$ cat src/rtl/y2r_pkg.sv
// Shared types, constants and arithmetic helpers for the YUYV to RGB pair converter.
package y2r_pkg;

	localparam int COEF_W  = 12;
	localparam int BYTE_W  = 8;
	localparam int IDX_W   = 3;
	localparam int PROD_W  = 22;
	localparam int ACC_W   = 24;
	localparam int SAT_W   = 18;
	localparam int RECIP_W = 19;
	localparam int DIV_SHIFT = 28;

	localparam logic [COEF_W-1:0] LUMA_GAIN_RST    = 12'd1164;
	localparam logic [COEF_W-1:0] RED_FROM_V_RST   = 12'd1159;
	localparam logic [COEF_W-1:0] GREEN_FROM_U_RST = 12'd380;
	localparam logic [COEF_W-1:0] GREEN_FROM_V_RST = 12'd813;
	localparam logic [COEF_W-1:0] BLUE_FROM_U_RST  = 12'd2018;

	localparam logic signed [8:0] LUMA_OFFSET   = 9'sd16;
	localparam logic signed [8:0] CHROMA_OFFSET = 9'sd128;

	// Largest sum that still divides to 255 (255 * 1000 + 999).
	localparam logic [SAT_W-1:0]        SAT_MAX   = 18'd255999;
	localparam logic signed [ACC_W-1:0] SAT_LIMIT = 24'sd256000;

	// ceil(2^28 / 1000); exact for every dividend up to SAT_MAX.
	localparam logic [RECIP_W-1:0] RECIP_1000 = 19'd268436;

	typedef enum logic [IDX_W-1:0] {
		REG_LUMA_GAIN    = 3'd0,
		REG_RED_FROM_V   = 3'd1,
		REG_GREEN_FROM_U = 3'd2,
		REG_GREEN_FROM_V = 3'd3,
		REG_BLUE_FROM_U  = 3'd4
	} y2r_reg_t;

	typedef struct packed {
		logic [COEF_W-1:0] luma_gain;
		logic [COEF_W-1:0] red_from_v;
		logic [COEF_W-1:0] green_from_u;
		logic [COEF_W-1:0] green_from_v;
		logic [COEF_W-1:0] blue_from_u;
	} y2r_coef_t;

	typedef struct packed {
		logic ld_s1;
		logic ld_s2;
		logic ld_s3;
		logic ld_s4;
	} y2r_pipe_en_t;

	// Clip a channel sum to 0..SAT_MAX; negative sums divide to zero or below.
	function automatic logic [SAT_W-1:0] sat_acc(input logic signed [ACC_W-1:0] acc);
		logic [SAT_W-1:0] res;
		if (acc[ACC_W-1]) begin
			res = '0;
		end else if (acc >= SAT_LIMIT) begin
			res = SAT_MAX;
		end else begin
			res = acc[SAT_W-1:0];
		end
		return res;
	endfunction

	// Divide by 1000 through a reciprocal multiply.
	function automatic logic [BYTE_W-1:0] div1000(input logic [SAT_W-1:0] x);
		logic [SAT_W+RECIP_W-1:0] p;
		p = (SAT_W+RECIP_W)'(x) * (SAT_W+RECIP_W)'(RECIP_1000);
		return p[DIV_SHIFT+BYTE_W-1:DIV_SHIFT];
	endfunction

endpackage

$ cat src/rtl/y2r_cfg.sv
// Coefficient register bank with index decode.
module y2r_cfg (
	input  logic                           clk,
	input  logic                           arst_n,
	input  logic                           cfg_wr_en,
	input  logic [y2r_pkg::IDX_W-1:0]      cfg_index,
	input  logic [y2r_pkg::COEF_W-1:0]     cfg_data,
	output y2r_pkg::y2r_coef_t             coef
);
	import y2r_pkg::*;

	y2r_coef_t coef_q;

	always_ff @(posedge clk or negedge arst_n) begin
		if (!arst_n) begin
			coef_q.luma_gain    <= LUMA_GAIN_RST;
			coef_q.red_from_v   <= RED_FROM_V_RST;
			coef_q.green_from_u <= GREEN_FROM_U_RST;
			coef_q.green_from_v <= GREEN_FROM_V_RST;
			coef_q.blue_from_u  <= BLUE_FROM_U_RST;
		end else if (cfg_wr_en) begin
			unique case (y2r_reg_t'(cfg_index))
				REG_LUMA_GAIN:    coef_q.luma_gain    <= cfg_data;
				REG_RED_FROM_V:   coef_q.red_from_v   <= cfg_data;
				REG_GREEN_FROM_U: coef_q.green_from_u <= cfg_data;
				REG_GREEN_FROM_V: coef_q.green_from_v <= cfg_data;
				REG_BLUE_FROM_U:  coef_q.blue_from_u  <= cfg_data;
				default: ; // drop writes past the last register
			endcase
		end
	end

	assign coef = coef_q;

endmodule

$ cat src/rtl/y2r_pipe_ctrl.sv
// Valid tracking and per-stage load enables for the four-stage pipeline.
module y2r_pipe_ctrl (
	input  logic                      clk,
	input  logic                      arst_n,
	input  logic                      in_valid,
	output logic                      in_stall,
	output logic                      out_valid,
	input  logic                      out_stall,
	output y2r_pkg::y2r_pipe_en_t     en
);
	import y2r_pkg::*;

	logic v_s1, v_s2, v_s3, v_s4;
	y2r_pipe_en_t en_c;

	// A stage loads when it is empty or its content moves on.
	always_comb begin
		en_c.ld_s4 = !v_s4 || !out_stall;
		en_c.ld_s3 = !v_s3 || en_c.ld_s4;
		en_c.ld_s2 = !v_s2 || en_c.ld_s3;
		en_c.ld_s1 = !v_s1 || en_c.ld_s2;
	end

	always_ff @(posedge clk or negedge arst_n) begin
		if (!arst_n) begin
			v_s1 <= 1'b0;
			v_s2 <= 1'b0;
			v_s3 <= 1'b0;
			v_s4 <= 1'b0;
		end else begin
			if (en_c.ld_s1) v_s1 <= in_valid;
			if (en_c.ld_s2) v_s2 <= v_s1;
			if (en_c.ld_s3) v_s3 <= v_s2;
			if (en_c.ld_s4) v_s4 <= v_s3;
		end
	end

	assign in_stall  = !en_c.ld_s1;
	assign out_valid = v_s4;
	assign en        = en_c;

endmodule

$ cat src/rtl/yuyv422_to_rgb24_pair.sv
// Top level of the YUYV 4:2:2 macropixel to RGB24 pixel pair converter.
//
// Usage:
//   Input channel (in_valid / in_stall) carries one YUYV macropixel per request:
//   two luma bytes and the shared U (chroma_blue) and V (chroma_red) bytes.
//   Output channel (out_valid / out_stall) carries two RGB24 pixels per request.
//   Each channel is (gain * component) summed per color, divided by 1000 with
//   truncation, and clamped to 0..255.
//   A request accepted at one clock edge moves through the stage 1, 2 and 3
//   registers into the output register, unless a stall holds it on the way.
//   Throughput is one request per cycle: each of the four register stages
//   (input capture, coefficient products, channel sums with saturation,
//   reciprocal divide) reloads at every edge unless the stage after it holds.
//   When the receiver stalls, the output holds; earlier stages keep filling
//   bubbles, so in_stall rises only once every stage holds a request.
//   Reset clears all stage valids and loads the default coefficients, which the
//   user must write through cfg_wr_en / cfg_index / cfg_data only while the
//   block is idle, which the block does not enforce. Unused indexes are ignored.
module yuyv422_to_rgb24_pair (
	input  logic                         clk,
	input  logic                         arst_n,
	input  logic                         cfg_wr_en,
	input  logic [y2r_pkg::IDX_W-1:0]    cfg_index,
	input  logic [y2r_pkg::COEF_W-1:0]   cfg_data,
	input  logic                         in_valid,
	output logic                         in_stall,
	input  logic [y2r_pkg::BYTE_W-1:0]   luma_first,
	input  logic [y2r_pkg::BYTE_W-1:0]   chroma_blue,
	input  logic [y2r_pkg::BYTE_W-1:0]   luma_second,
	input  logic [y2r_pkg::BYTE_W-1:0]   chroma_red,
	output logic                         out_valid,
	input  logic                         out_stall,
	output logic [y2r_pkg::BYTE_W-1:0]   red_first,
	output logic [y2r_pkg::BYTE_W-1:0]   green_first,
	output logic [y2r_pkg::BYTE_W-1:0]   blue_first,
	output logic [y2r_pkg::BYTE_W-1:0]   red_second,
	output logic [y2r_pkg::BYTE_W-1:0]   green_second,
	output logic [y2r_pkg::BYTE_W-1:0]   blue_second
);
	import y2r_pkg::*;

	y2r_coef_t    coef;
	y2r_pipe_en_t en;

	y2r_cfg u_cfg (
		.clk       (clk),
		.arst_n    (arst_n),
		.cfg_wr_en (cfg_wr_en),
		.cfg_index (cfg_index),
		.cfg_data  (cfg_data),
		.coef      (coef)
	);

	y2r_pipe_ctrl u_ctrl (
		.clk       (clk),
		.arst_n    (arst_n),
		.in_valid  (in_valid),
		.in_stall  (in_stall),
		.out_valid (out_valid),
		.out_stall (out_stall),
		.en        (en)
	);

	// Stage 1: capture the macropixel.
	logic [BYTE_W-1:0] y0_s1, y1_s1, u_s1, v_s1;

	always_ff @(posedge clk) begin
		if (en.ld_s1) begin
			y0_s1 <= luma_first;
			y1_s1 <= luma_second;
			u_s1  <= chroma_blue;
			v_s1  <= chroma_red;
		end
	end

	// Stage 2: remove offsets and form all six products.
	// Chroma products are shared by both pixels.
	logic signed [8:0] d0, d1, cu, cv;
	logic signed [PROD_W-1:0] y0_prod, y1_prod, rv_prod, gu_prod, gv_prod, bu_prod;
	logic signed [PROD_W-1:0] y0_prod_s2, y1_prod_s2;
	logic signed [PROD_W-1:0] rv_prod_s2, gu_prod_s2, gv_prod_s2, bu_prod_s2;

	always_comb begin
		d0 = $signed({1'b0, y0_s1}) - LUMA_OFFSET;
		d1 = $signed({1'b0, y1_s1}) - LUMA_OFFSET;
		cu = $signed({1'b0, u_s1}) - CHROMA_OFFSET;
		cv = $signed({1'b0, v_s1}) - CHROMA_OFFSET;
		y0_prod = $signed({1'b0, coef.luma_gain})    * d0;
		y1_prod = $signed({1'b0, coef.luma_gain})    * d1;
		rv_prod = $signed({1'b0, coef.red_from_v})   * cv;
		gu_prod = $signed({1'b0, coef.green_from_u}) * cu;
		gv_prod = $signed({1'b0, coef.green_from_v}) * cv;
		bu_prod = $signed({1'b0, coef.blue_from_u})  * cu;
	end

	always_ff @(posedge clk) begin
		if (en.ld_s2) begin
			y0_prod_s2 <= y0_prod;
			y1_prod_s2 <= y1_prod;
			rv_prod_s2 <= rv_prod;
			gu_prod_s2 <= gu_prod;
			gv_prod_s2 <= gv_prod;
			bu_prod_s2 <= bu_prod;
		end
	end

	// Stage 3: sum each channel and saturate to the range that divides to 0..255.
	logic signed [ACC_W-1:0] r0_acc, g0_acc, b0_acc, r1_acc, g1_acc, b1_acc;
	logic [SAT_W-1:0] r0_s3, g0_s3, b0_s3, r1_s3, g1_s3, b1_s3;

	always_comb begin
		r0_acc = ACC_W'(y0_prod_s2) + ACC_W'(rv_prod_s2);
		g0_acc = ACC_W'(y0_prod_s2) + ACC_W'(gu_prod_s2) - ACC_W'(gv_prod_s2);
		b0_acc = ACC_W'(y0_prod_s2) + ACC_W'(bu_prod_s2);
		r1_acc = ACC_W'(y1_prod_s2) + ACC_W'(rv_prod_s2);
		g1_acc = ACC_W'(y1_prod_s2) + ACC_W'(gu_prod_s2) - ACC_W'(gv_prod_s2);
		b1_acc = ACC_W'(y1_prod_s2) + ACC_W'(bu_prod_s2);
	end

	always_ff @(posedge clk) begin
		if (en.ld_s3) begin
			r0_s3 <= sat_acc(r0_acc);
			g0_s3 <= sat_acc(g0_acc);
			b0_s3 <= sat_acc(b0_acc);
			r1_s3 <= sat_acc(r1_acc);
			g1_s3 <= sat_acc(g1_acc);
			b1_s3 <= sat_acc(b1_acc);
		end
	end

	// Stage 4: divide by 1000 into the output register; hold while stalled.
	logic [BYTE_W-1:0] r0_s4, g0_s4, b0_s4, r1_s4, g1_s4, b1_s4;

	always_ff @(posedge clk) begin
		if (en.ld_s4) begin
			r0_s4 <= div1000(r0_s3);
			g0_s4 <= div1000(g0_s3);
			b0_s4 <= div1000(b0_s3);
			r1_s4 <= div1000(r1_s3);
			g1_s4 <= div1000(g1_s3);
			b1_s4 <= div1000(b1_s3);
		end
	end

	assign red_first    = r0_s4;
	assign green_first  = g0_s4;
	assign blue_first   = b0_s4;
	assign red_second   = r1_s4;
	assign green_second = g1_s4;
	assign blue_second  = b1_s4;

endmodule

$ cat config.mk
export PLATFORM = sky130hd
export DESIGN_NAME = yuyv422_to_rgb24_pair
export DESIGN_NICKNAME = d
export VERILOG_FILES = /design/src/rtl/y2r_pkg.sv /design/src/rtl/y2r_cfg.sv /design/src/rtl/y2r_pipe_ctrl.sv /design/src/rtl/yuyv422_to_rgb24_pair.sv
export SDC_FILE = /design/constraint.sdc
export NUM_CORES = 2
export LEC_CHECK = 0
export ABC_CLOCK_PERIOD_IN_PS = 12300
export BUFFER_PORTS_ARGS = -buffer_cell sky130_fd_sc_hd__buf_2
export CORE_UTILIZATION = 60
export CTS_BUF_LIST = sky130_fd_sc_hd__clkbuf_4
export DETAILED_ROUTE_END_ITERATION = 10
export PLACE_DENSITY = 0.77
export RECOVER_POWER = 25
export REMOVE_ABC_BUFFERS = 1
export SLEW_MARGIN = 20
export SYNTH_ARGS = -nofsm -noshare
export SYNTH_HDL_FRONTEND = slang
export SYNTH_SLANG_ARGS = --single-unit
$ cat constraint.sdc
create_clock -name clk -period 12.3 [get_ports clk]
set_input_delay 1.845 -clock clk [delete_from_list [all_inputs] [get_ports clk]]
set_output_delay 1.845 -clock clk [all_outputs]
set_load 0.005 [all_outputs]
### Yosys cells after proc, flatten, opt, wreduce, memory -nomap -nowiden

Cells that the tools add are included.

| word-level totals | value |
|---|---|
| word-level logic and storage cells | 99 |
| output and inout bits | 50 |
| flip-flop bits (word level) | 384 |

| operators by class | value |
|---|---|
| reduce and logical (&&, ||, !) cells | 22 |
| $mul | 12 |
| $add $sub $neg | 12 |
| equality and inequality tests | 4 |
| magnitude comparators | 6 |
| muxes and demuxes | 6 |

Operators with widths:

| operator | count |
|---|---|
| multiplier 18 x 17 -> 34 bit (second input constant) | 6 |
| adder 22 x 22 -> 23 bit | 6 |
| multiplier 13 x 9 -> 22 bit | 6 |
| two-way mux 18 bit | 6 |
| greater-or-equal comparator 23 x 19 -> 1 bit (second input constant) | 4 |
| greater-or-equal comparator 24 x 19 -> 1 bit (second input constant) | 2 |
| subtractor 23 x 22 -> 24 bit | 2 |
| subtractor 8 x 5 -> 9 bit (second input constant) | 2 |
| subtractor 8 x 8 -> 9 bit (second input constant) | 2 |
| OR reduction 2 bit | 6 |
| AND reduction 2 bit | 5 |
| == test 3 x 2 -> 1 bit (second input constant) | 2 |
| zero test 1 bit | 6 |
| logical OR 1 bit | 4 |
| == test 3 x 1 -> 1 bit (second input constant) | 1 |
| == test 3 bit (second input constant) | 1 |
| zero test 3 bit | 1 |

### Longest topological paths before layout

| depth | value |
|---|---|
| depth in word-level cells | 6 |
| gate-level depth with buffers | 25 |

### Cells and area by module

Synthesis repeated with hierarchy kept, for this count alone.

| unflattened totals | value |
|---|---|
| cell total of the unflattened synthesis | 6427 |
| area total of the unflattened synthesis | 63666.1 µm² |

Modules (own cells, without submodules):

| module | area an instance (µm²) | sequential area each (µm²) | cells each | instances |
|---|---|---|---|---|
| yuyv422_to_rgb24_pair | 61169.9 | 9609.2 | 6283 | 1 |
| y2r_cfg | 2328.5 | 1536.5 | 130 | 1 |
| y2r_pipe_ctrl | 167.7 | 100.1 | 14 | 1 |

### Least setup slack after synthesis

No wires, ideal clock.

| timing path | value |
|---|---|
| kind | register to register |
| from | register y0_s1[4] |
| to | register y0_prod_s2[21], data pin |
| arrival | 5.777 ns |
| cell stages (with the launch flop) | 25 |
| library setup time | 0.260 ns |
| period minus slack after synthesis | 6.037 ns |
| data required time | 12.040 ns |
| slack | 6.263 ns |
| path through | edfxtp_1 -> clkbuf_1 -> inv_1 -> ha_1 -> xor2_1 -> clkbuf_1 -> nand2_1 -> fa_1 -> fa_1 -> fa_1 -> inv_1 -> fa_1 -> inv_1 -> fa_1 -> inv_1 -> ha_1 -> inv_1 -> o21bai_1 -> a21oi_1 -> o21ai_0 -> a211oi_1 -> nor3_1 -> a2111o_1 -> a21oi_1 -> xnor2_1 |

| on the way | value |
|---|---|
| longest elaborated chain between the ends | 2 |

Ends and longest elaborated chain:

| what | RTL line | text |
|---|---|---|
| from (decl) | yuyv422_to_rgb24_pair.sv:65 | `logic [BYTE_W-1:0] y0_s1, y1_s1, u_s1, v_s1;` |
| from (signal assigned) | yuyv422_to_rgb24_pair.sv:69 | `y0_s1 <= luma_first;` |
| subtractor 8 x 5 -> 9 bit | yuyv422_to_rgb24_pair.sv:84 | `d0 = $signed({1'b0, y0_s1}) - LUMA_OFFSET;` |
| multiplier 13 x 9 -> 22 bit | yuyv422_to_rgb24_pair.sv:88 | `y0_prod = $signed({1'b0, coef.luma_gain}) * d0;` |
| net y0_prod[21] | yuyv422_to_rgb24_pair.sv:79 | `logic signed [PROD_W-1:0] y0_prod, y1_prod, rv_prod, gu_prod, gv_prod, bu_prod;` |
| to (signal assigned) | yuyv422_to_rgb24_pair.sv:98 | `y0_prod_s2 <= y0_prod;` |
| to (decl) | yuyv422_to_rgb24_pair.sv:80 | `logic signed [PROD_W-1:0] y0_prod_s2, y1_prod_s2;` |

The timed path passes the listed nets, and every way through them passes these cells.
A chain may end at the register's enable or synchronous reset.

### Final worst setup path

Same ends and word-level chain as after synthesis.

==> key figures <==
Outcome
  • Status: finished, violations left
  • Violated checks: capacitance limit, slew limit

STA
  • Max Slew Vio Count: 194
  • Final period utilization: 0.545
  • Worst Clk Skew: 0.117 ns
  • RSZ-0062 raised after global routing: false
  • Fin crit period: 6.70 ns
  • Finish-stage setup viols: 0
  • Actual slew at the worst max-slew pin: 3.67 ns
  • F_max: 149 MHz
  • Setup_tns: 0 ns
  • Slew Limit Headroom: -1.44
  • Final Hold Violating Endpoints: 0

Placement
  • Final HPWL DP: 118 mm
  • GPL Wtd Cong: 0.995
  • Port Buffers: 101

Routing
  • Metal1 wirelength: 60.5 mm
  • WL met3: 7.89 mm
  • WL final: 142 mm
  • DR DRC count: 0
  • Drt first pass iters: 5
  • Post-detailed-route via-to-cell ratio: 5.65
  • Uppermost layer routed: met5
  • Met2 WL: 67.4 mm
  • Avg WL per Cell: 17.9 um
  • Post-DRT Antenna Nets: 0
  • Vias: 45000
  • DR iter-0 viols: 2670

Critical path
  • Crit path max fanout: 12
  • Cell count of the worst reg-to-reg path: 22
  • Setup crit end kind: flop
  • R2R Setup Slk: 5.60 ns
  • WS Path Type: reg -> reg
  • Worst Setup Start Kind: flop
  • RR Startpoint: y0_s1[4]
  • Crit path required time: 13.05 ns
  • Crit path arrival time: 7.45 ns
  • Reg2reg end: y0_prod_s2[21]

Layout
  • Reg area: 11200 um^2
  • Share of cells above drive strength 1: 0.0720
  • Final Net Count: 8667
  • Area of the multi-input gates: 46600 um^2
  • Filler cells: 8498
  • Area growth syn-to-layout: 5.16%

Floorplan
  • Die Span X: 327 um
  • Die area: 107000 um^2
  • Die height: 327 um
  • Top Ports: 102
  • Row Count: 119
  • Initial Util: 0.605
  • Core box area: 105000 um^2

Synth
  • Register area share after synthesis: 0.177
  • Post-Syn Instances: 6420
  • Synth cell types: 83
  • Synthesized area: 63500 um^2
  • Ys flop type: edfxtp_1
  • YS warnings: 0
  • Number of synthesized register bits: 384
  • Syn avg cell area: 9.90 um^2
  • Post-synth EDFFs: 320
  • Synth async-reset ratio: 0.167

Worst hold path
  • Hold Path End: u_ctrl.v_s2
  • Hold path cells: 1
  • Hold/Removal Path Class: reg -> reg
  • Hold Path Origin: u_ctrl.v_s1

GRT
  • Initial antenna violation count: 3
  • Grt ovf: 0
  • Pin count of the biggest net entering global routing: 74
  • Overall Global Routing Usage: 0.275
  • Vias in the first global route: 46800
  • First-pass GRT wire length: 235 mm

Clock network
  • Root Buffer: clkbuf_4
  • Hold Buf Count CTS: 0
  • Clk Latency, worst-skew pair: 1.01 ns
  • Clock slew at reported path FFs: 0.07 ns
  • Post_cts resized: 0
  • H-tree levels: 3
  • Clock tree sinks: 384
  • Setup Buffers After CTS: 0
  • CTS tree: built
  • Clock Path Buffers: 3
  • CTS Buf Count: 105

Flow run
  • Maxcap violations: 4
[logic make-up (layout without fill, tap and decap cells)]
kind of cell	Yosys count	count (layout)	synth area share
adders and majority gates	2117	2117	0.505
buffers and inverters	1528	1682	0.0904
other	0	5	0
muxes	64	64	0.0113
xor gates and xnor gates	221	221	0.0305
AOI/OAI and AO/OA	791	791	0.0829
DFF	384	384	0.177
and+or+nand+nor	1315	1315	0.103
[stage by stage]
step                hold slack [ns]  setup WS, ns  cells  cell area, um^2  utilization
floorplan                     0.427          6.21   6267            63000            -
global placement              0.453          5.84   7782            65400        0.622
detailed placement            0.472          5.68   7782            65400        0.622
CTS                           0.497          5.64   7965            66800        0.635
global route                  0.509          5.11   7970            66800        0.636
finish                        0.495          5.60   7970            66800        0.636
[flip-flops by register name, indices dropped and copies added, names as in the netlist, 18 cells and up]
name,flops
bu_prod_s2,22
gu_prod_s2,22
gv_prod_s2,22
g1_s3,18
b1_s3,18
r0_s3,18
r1_s3,18
g0_s3,18
b0_s3,18
y1_prod_s2,22
rv_prod_s2,22
y0_prod_s2,22
u_cfg.coef,60
[cell type report]
class,instances,area share
inverters,1375,0.0773
clock inverters,33,0.00382
well taps,1391,0.0260
flip-flops and latches,384,0.168
clock buffers,150,0.0169
repair buffers,124,0.00985
diodes,5,0.000187
multi-input cells,4508,0.698
[cells in the final DEF, fill, tap and decap left out, types with 18 or more instances in the layout]
master and count:
o21ai_0 128, nand2b_1 38, clkbuf_4 150, xor2_1 85
nand4_1 20, and3_1 34, buf_2 100, nor2b_1 77
edfxtp_1 320, dfrtp_1 36, fa_1 750, and2_1 218
mux2_2 60, a31oi_1 50, dfstp_2 28, or3_1 30
o21bai_1 31, xnor2_1 136, or2_2 54, ha_1 1367
inv_1 1374, a21oi_1 230, buf_4 18, a21o_1 72
nand2_1 464, o21a_1 35, a41oi_1 19, nor2_1 189
a211oi_1 42, nor3_1 67, nand3_1 65
[synthesized netlist by cell type (8+ instances only)]
cell type  count  share of area
xor2_1        85          0.012
a31oi_1       51         0.0050
a21oi_2       10         0.0014
inv_1       1375          0.081
a211o_1       17         0.0023
a31o_2        14         0.0019
a221oi_1      10         0.0014
edfxtp_1     320           0.15
o21bai_1      31         0.0037
clkbuf_1     146         0.0086
o211ai_1      17         0.0020
nand4_1       20         0.0020
nor3_1        68         0.0054
nor3b_1       12         0.0014
dfstp_2       28          0.012
o21a_1        35         0.0041
o2111ai_1     10         0.0014
a2111oi_0      8         0.0011
o31ai_1       11         0.0013
mux2_2        60          0.011
a21o_1        72         0.0085
nand2b_1      38         0.0037
and2_1       228          0.022
xnor2_1      136          0.019
ha_1        1367           0.27
dfrtp_1       36          0.014
and3_1        34         0.0033
nor2_1       189          0.011
nand2_1      466          0.028
or2_2         54         0.0053
fa_1         750           0.24
or3_1         30         0.0030
a211oi_1      42         0.0050
nor2b_1       77         0.0076
a41oi_1       19         0.0026
o21ai_0      128          0.010
a21oi_1      230          0.018
nand3_1       66         0.0052
[metal layers]
metal  track usage  vias up
met5             0        -
met4         0.112        2
met3        0.0371      310
met2         0.458     1224
met1         0.361    22200
li1              -    21300
[worst max path at each step]
stage | start | to | slack (ns)
6_report | y0_s1[4] | y0_prod_s2[21] | 5.60
5_1_grt | y0_s1[4] | y0_prod_s2[21] | 5.11
4_1_cts | y0_s1[4] | y0_prod_s2[21] | 5.64
3_5_place_dp | y0_s1[4] | y0_prod_s2[21] | 5.68
3_3_place_gp | y0_s1[4] | y0_prod_s2[21] | 5.84
2_1_floorplan | y1_s1[4] | y1_prod_s2[21] | 6.21
[worst max-delay path, stage by stage (launching register included)]
cell      delay [ns]
edfxtp_1        0.59
inv_1           0.17
ha_1            0.26
xor2_1          0.64
nand2_1         0.18
fa_1            0.58
fa_1            0.43
fa_1            0.49
inv_1           0.05
fa_1            0.47
inv_1           0.05
fa_1            0.49
inv_1           0.04
ha_1            0.29
inv_1           0.09
o21bai_1        0.10
a21oi_1         0.19
o21ai_0         0.19
a211oi_1        0.40
nor3_1          0.11
a2111o_1        0.39
a21oi_1         0.17
xnor2_1         0.08
Power is not shown: default switching activity piles up to over one toggle a cycle in this logic, so the estimate is an artifact.
